==> config.mk <==
export PLATFORM = sky130hd
export DESIGN_NAME = n_digit_prime_search_top
export DESIGN_NICKNAME = d
export VERILOG_FILES = /design/src/rtl/npss_pkg.sv /design/src/rtl/npss_datapath.sv /design/src/rtl/npss_ctrl.sv /design/src/rtl/n_digit_prime_search_top.sv
export SDC_FILE = /design/constraint.sdc
export NUM_CORES = 1
export LEC_CHECK = 0
export BUFFER_PORTS_ARGS = -buffer_cell sky130_fd_sc_hd__buf_2
export CORE_ASPECT_RATIO = 2
export CORE_MARGIN = 1.5
export CORE_UTILIZATION = 30
export CTS_BUF_LIST = sky130_fd_sc_hd__clkbuf_16
export DETAILED_ROUTE_END_ITERATION = 8
export PLACE_DENSITY_LB_ADDON = 0.2
export SLEW_MARGIN = 10
export SYNTH_ARGS = -nofsm -noshare
export SYNTH_HDL_FRONTEND = slang
export SYNTH_SLANG_ARGS = --single-unit
==> constraint.sdc <==
create_clock -name clk -period 3.65 [get_ports clk]
set_input_delay 0.5475 -clock clk [delete_from_list [all_inputs] [get_ports clk]]
set_output_delay 0.5475 -clock clk [all_outputs]
set_load 0.05 [all_outputs]
==> src/rtl/npss_pkg.sv <==
// Package of types, constants and tables for the prime search block.
package npss_pkg;

	localparam int MAX_DIGITS = 9;
	localparam int DIGIT_W    = 4;
	localparam int CAND_W     = 30;
	localparam int DIV_W      = 16;
	localparam int SQ_W       = 31;
	localparam int BIT_CNT_W  = $clog2(CAND_W);

	typedef struct packed {
		logic [DIGIT_W-1:0] digit_count;
		logic               search_down;
	} in_t;

	typedef struct packed {
		logic [CAND_W-1:0] prime_value;
		logic              found;
	} out_t;

	// Controller to datapath commands.
	typedef struct packed {
		logic load;
		logic div_start;
		logic div_step;
		logic next_div;
		logic next_cand;
		logic mark_prime;
	} cmd_t;

	// Datapath to controller status.
	typedef struct packed {
		logic range_ok;
		logic below_two;
		logic sq_over;
		logic div_last;
		logic rem_zero;
		logic at_end;
	} sts_t;

	// Smallest value with n decimal digits.
	function automatic logic [CAND_W-1:0] range_lo(input logic [DIGIT_W-1:0] n);
		logic [CAND_W-1:0] v;
		case (n)
			4'd1: v = 30'd1;
			4'd2: v = 30'd10;
			4'd3: v = 30'd100;
			4'd4: v = 30'd1000;
			4'd5: v = 30'd10000;
			4'd6: v = 30'd100000;
			4'd7: v = 30'd1000000;
			4'd8: v = 30'd10000000;
			4'd9: v = 30'd100000000;
			default: v = '0;
		endcase
		return v;
	endfunction

	// Largest value with n decimal digits.
	function automatic logic [CAND_W-1:0] range_hi(input logic [DIGIT_W-1:0] n);
		logic [CAND_W-1:0] v;
		case (n)
			4'd1: v = 30'd9;
			4'd2: v = 30'd99;
			4'd3: v = 30'd999;
			4'd4: v = 30'd9999;
			4'd5: v = 30'd99999;
			4'd6: v = 30'd999999;
			4'd7: v = 30'd9999999;
			4'd8: v = 30'd99999999;
			4'd9: v = 30'd999999999;
			default: v = '0;
		endcase
		return v;
	endfunction

endpackage

==> src/rtl/npss_datapath.sv <==
// Candidate, divisor and serial remainder datapath of the prime search.
module npss_datapath import npss_pkg::*; (
	input  logic clk,
	input  logic arst_n,
	input  in_t  req,
	input  cmd_t cmd,
	output sts_t sts,
	output out_t res
);

	logic [CAND_W-1:0]    cand_q;
	logic [CAND_W-1:0]    bound_q;
	logic                 down_q;
	logic                 range_ok_q;
	logic [DIV_W-1:0]     div_q;
	logic [SQ_W-1:0]      sq_q;
	logic [DIV_W-1:0]     rem_q;
	logic [BIT_CNT_W-1:0] cnt_q;
	out_t                 res_q;

	logic [DIV_W:0]       rem_sh;
	logic [DIV_W:0]       rem_sub;
	logic                 rem_ge;

	// Shift in one dividend bit, subtract the divisor when it fits.
	assign rem_sh  = {rem_q, cand_q[cnt_q]};
	assign rem_ge  = rem_sh >= {1'b0, div_q};
	assign rem_sub = rem_sh - {1'b0, div_q};

	always_ff @(posedge clk or negedge arst_n) begin
		if (!arst_n) begin
			range_ok_q <= 1'b0;
			down_q     <= 1'b0;
		end else if (cmd.load) begin
			range_ok_q <= (req.digit_count != '0) &&
				(req.digit_count <= DIGIT_W'(MAX_DIGITS));
			down_q     <= req.search_down;
		end
	end

	always_ff @(posedge clk) begin
		if (cmd.load) begin
			cand_q  <= req.search_down ? range_hi(req.digit_count) : range_lo(req.digit_count);
			bound_q <= req.search_down ? range_lo(req.digit_count) : range_hi(req.digit_count);
			div_q   <= DIV_W'(2);
			sq_q    <= SQ_W'(4);
			res_q   <= '0;
		end else begin
			if (cmd.next_cand) begin
				cand_q <= down_q ? cand_q - 1'b1 : cand_q + 1'b1;
				div_q  <= DIV_W'(2);
				sq_q   <= SQ_W'(4);
			end else if (cmd.next_div) begin
				// (d+1)^2 = d^2 + 2d + 1
				div_q <= div_q + 1'b1;
				sq_q  <= sq_q + SQ_W'({div_q, 1'b1});
			end
			if (cmd.mark_prime) begin
				res_q.prime_value <= cand_q;
				res_q.found       <= 1'b1;
			end
		end
		if (cmd.div_start) begin
			rem_q <= '0;
			cnt_q <= BIT_CNT_W'(CAND_W - 1);
		end else if (cmd.div_step) begin
			rem_q <= rem_ge ? rem_sub[DIV_W-1:0] : rem_sh[DIV_W-1:0];
			cnt_q <= cnt_q - 1'b1;
		end
	end

	assign sts.range_ok  = range_ok_q;
	assign sts.below_two = cand_q < CAND_W'(2);
	assign sts.sq_over   = sq_q > {1'b0, cand_q};
	assign sts.div_last  = cnt_q == '0;
	assign sts.rem_zero  = rem_q == '0;
	assign sts.at_end    = cand_q == bound_q;
	assign res           = res_q;

endmodule

==> src/rtl/npss_ctrl.sv <==
// Sequencing state machine of the prime search.
module npss_ctrl import npss_pkg::*; (
	input  logic clk,
	input  logic arst_n,
	input  logic start,
	input  sts_t sts,
	output cmd_t cmd,
	output logic busy,
	output logic done
);

	localparam logic [2:0] ST_IDLE = 3'd0;
	localparam logic [2:0] ST_TEST = 3'd1;
	localparam logic [2:0] ST_DIV  = 3'd2;
	localparam logic [2:0] ST_EVAL = 3'd3;
	localparam logic [2:0] ST_ADV  = 3'd4;
	localparam logic [2:0] ST_DONE = 3'd5;

	logic [2:0] state_q;
	logic [2:0] state_d;

	always_comb begin
		state_d = state_q;
		cmd     = '0;
		case (state_q)
			ST_IDLE: begin
				if (start) begin
					cmd.load = 1'b1;
					state_d  = ST_TEST;
				end
			end
			ST_TEST: begin
				if (!sts.range_ok) begin
					state_d = ST_DONE;
				end else if (sts.below_two) begin
					state_d = ST_ADV;
				end else if (sts.sq_over) begin
					// no divisor up to the square root: prime
					cmd.mark_prime = 1'b1;
					state_d        = ST_DONE;
				end else begin
					cmd.div_start = 1'b1;
					state_d       = ST_DIV;
				end
			end
			ST_DIV: begin
				cmd.div_step = 1'b1;
				if (sts.div_last) begin
					state_d = ST_EVAL;
				end
			end
			ST_EVAL: begin
				if (sts.rem_zero) begin
					state_d = ST_ADV;
				end else begin
					cmd.next_div = 1'b1;
					state_d      = ST_TEST;
				end
			end
			ST_ADV: begin
				if (sts.at_end) begin
					state_d = ST_DONE;
				end else begin
					cmd.next_cand = 1'b1;
					state_d       = ST_TEST;
				end
			end
			ST_DONE: begin
				state_d = ST_IDLE;
			end
			default: begin
				state_d = ST_IDLE;
			end
		endcase
	end

	always_ff @(posedge clk or negedge arst_n) begin
		if (!arst_n) begin
			state_q <= ST_IDLE;
		end else begin
			state_q <= state_d;
		end
	end

	assign busy = state_q != ST_IDLE;
	assign done = state_q == ST_DONE;

endmodule

==> src/rtl/n_digit_prime_search_top.sv <==
// Candidates are tested in turn from one end of the digit range; each takes trial
// divisors from two while their square does not exceed it, and the search stops at the
// first prime. Each trial division runs in the serial remainder unit, one dividend bit
// per cycle. A candidate below two is skipped; an invalid digit count ends with no result.
// Throughput: one transaction at a time; busy stays high through the result strobe cycle.
// Reset clears the controller to idle; busy and done are low after reset.
module n_digit_prime_search_top import npss_pkg::*; (
	input  logic clk,
	input  logic arst_n,
	input  logic start,
	output logic busy,
	input  in_t  req,
	output logic done,
	output out_t rsp
);

	cmd_t cmd;
	sts_t sts;

	npss_ctrl u_ctrl (
		.clk    (clk),
		.arst_n (arst_n),
		.start  (start),
		.sts    (sts),
		.cmd    (cmd),
		.busy   (busy),
		.done   (done)
	);

	npss_datapath u_dp (
		.clk    (clk),
		.arst_n (arst_n),
		.req    (req),
		.cmd    (cmd),
		.sts    (sts),
		.res    (rsp)
	);

endmodule

==> impl_metrics.yaml <==
synth:
  synth_edf_count: 53
  synthDistinctLibCells: 90
  synth.avg_cell_area_um2: 8.84
  netlist_area_um2: 11300
  netlist_instances: 1283
  synth_seq_cells: 157
  yosysSeqAreaShare_pct: 32.6
  synth_top_area_share_pct: 17.5
  synthTopCellsByCount: "nor2_1 (113), dfxtp_1 (99), nand2_1 (99)"
  synth_warnings: 0
  ys_top_cells_by_area: "dfxtp_1 (17%), edfxtp_1 (14%), ha_1 (11%)"
  synthArstFlopShare_pct: 3.18
  synth.most_common_cell: "nor2_1"
  yosysTopAreaCell: "dfxtp_1"
  syn-num-nets: 1391
  synth_ff_type: "dfxtp_1"
finish:
  drive_gt1_share_pct: 14.8
  fill_cells: 3866
  fin_nets: 1476
  n_antenna_cell: 0
  final_cells: 1840
  areaGrowthSynthToFinish_pct: 15.9
timing:
  hold_viol: 0
  rsz0062_at_grt: "yes"
  skew_ps: 8.91
  min_period_ps: 3850
  hold_slack_ps: 443
  drv_slew: 0
  tightest_slew_ps: 937
  max_freq_ghz: 0.260
  relSlewSlack_pct: 36.7
  finalSetupViolCount: 3
  period_share_pct: 105
  setup_ws_ps: -198
worst_setup_path:
  rrSetupSlack_ps: -200
  worstPathArrival_ps: 4220
  end_kind: "flop"
  crit_path_start_kind: "flop"
  path_delay_family: "multiplexers"
  cp_cell_sequence: "buf_12 > mux4_2 > mux4_2 > mux2i_2 > buf_4 > ha_4 > inv_2 > fa_2 > a21o_1 > a221oi_4 > o221ai_2 > a31o_2 > a21oi_2 > xnor2_1 > mux2i_1 > o2bb2ai_1"
  cp.depth: 16
  endpoint: "u_dp.rem_q[14]"
  cpMostUsedCell: "mux4_2"
  crit_buf_inv: 3
  crit_type: "reg -> reg"
  cp-startpoint: "u_dp.cnt_q[0]"
  path_max_fanout: 5
  r2r_cells: 16
  slowest_stage: "mux4_2"
  r2r_start: "u_dp.cnt_q[0]"
  max_stage_delay_ps: 520
  r2r-end: "u_dp.rem_q[14]"
  required_ps: 4020
route:
  wirelength_um: 37100
  dr_total_vias: 9937
  drtPass1Iterations: 6
  routedWlPerCell_um: 20.1
  viasPerCell: 5.40
  ant_nets: 0
  drt_iter0_markers: 444
  remaining_drc_errors: 0
clock_tree:
  numCtsBuffers: 17
  cts_tree: "yes"
  clk_pin_slew_worst_paths_ps: 70
  htreeDepth: 4
  clk_path_buf_depth: 2
  cts-root-buf: "clkbuf_16"
  clkLatencyLatePin_ps: 450
  cts_sinks: 157
power:
  leakagePower_nw: 5.73
  ir_worst_vdd_uv: 389
  power_mw: 12.6
  power_density_nw_per_um2: 962
grt:
  grt_pass1_wl_um: 57600
  grt_util_all_layers_pct: 19.6
  grt-ovfl-total: 0
  grt_pass1_vias: 10400
  grt_start_max_net_pins: 51
  antenna_found_initial: 0
floorplanning:
  core_area_um2: 37300
  dieHeight_um: 278
  rows: 100
  die_area_um2: 39000
  die_w_um: 140
  start_util_pct: 30.4
  io_pins: 41
place:
  gp_congestion: 0.874
  placedCellCount: 1800
  io_buffers: 40
  dp_hpwl_um: 29800
worst_hold_path:
  hold_class: "reg -> reg"
  hold_start: "u_dp.res[0]"
run:
  drv_cap: 0
outcome:
  status: "finished with violations"
  violations: "setup timing"
## final cells by class
cell class	count	area (um^2)	share of cell area, %
multi-input cells	992	7130	54.3
flip-flops and latches	157	3700	28.2
repair buffers	120	852	6.48
well taps	459	574	4.37
clock buffers	17	425	3.24
inverters	80	300	2.28
clock inverters	15	159	1.21
## worst min-delay path by stage
stage | end | slack [ps] | cells after the start
floorplan | u_ctrl.state_q[0] | 250 | 0
global placement | u_dp.down_q | 380 | 1
detailed placement | u_dp.down_q | 390 | 1
CTS | u_dp.down_q | 430 | 2
global route | u_dp.down_q | 470 | 2
finish | u_dp.res[0] | 440 | 2
## tightest hold or removal path, cell delays in order (launching register included)
cell,delay (ps)
dfxtp_1,310
inv_1,40
a21oi_1,50
## placed cells by master (no fill, tap or decap), drive strengths merged, types with 41 or more instances in the layout
cell type and n:
buf 119, nor2 114, nand2 100, dfxtp 99, ha 97, a21oi 93, inv 84, o21ai 77
xnor2 66, edfxtp 53, mux2i 51, a21o 41
## where the power goes
part	switching (mW)	internal, mW
Combinational	4.66	3.35
Clock	0.822	1.02
Sequential	0.340	2.45
## layer usage
metal  track usage [%]  wire length (um)  vias up
li1                  -                 -     4894
met1              16.7             12300     4772
met2              40.5             21800      174
met3              2.34               623       97
met4              13.3              2420        0
met5                 0                 0        -
## cell families after synthesis
family | count (synthesis) | synth area share [%]
xor+xnor | 81 | 6.26
compound gates | 357 | 21.4
flops | 157 | 32.6
buf+inv | 134 | 5.25
fa+ha+maj | 100 | 11.2
simple gates | 393 | 16.8
mux | 61 | 6.42
## what timing repair did
item | in CTS | in global routing
endpoints found under the setup margin | 16 | 16
hold endpoints to repair | 5 | 0
gates resized for setup | 11 | 9
gates cloned | 0 | 0
pin swaps | 11 | 8
hold buffers | 1 | 0
buffers inserted | 5 | 3
## registers in the layout, summed over array words and instances, names as in the netlist
signal / count
u_dp.res: 31
u_dp.sq_q: 31
u_dp.cand_q: 30
u_dp.bound_q: 23
u_dp.div_q: 16
u_dp.rem_q: 16
u_dp.cnt_q: 5
u_ctrl.state_q: 3
u_dp.down_q: 1
u_dp.range_ok_q: 1
## per-stage QoR
stage / util [%] / setup WS [ps] / TNS (ps) / instance area, um^2
3_3_place_gp: 33.3 / -480 / -2520 / 12400
5_1_grt: 35.3 / -351 / -2510 / 13100
4_1_cts: 35.1 / -224 / -368 / 13100
2_1_floorplan: - / -23.6 / -23.6 / 11400
6_report: 35.3 / -198 / -284 / 13100
3_5_place_dp: 33.3 / -528 / -3370 / 12400
Note: power is estimated with default switching activity, not from simulation.
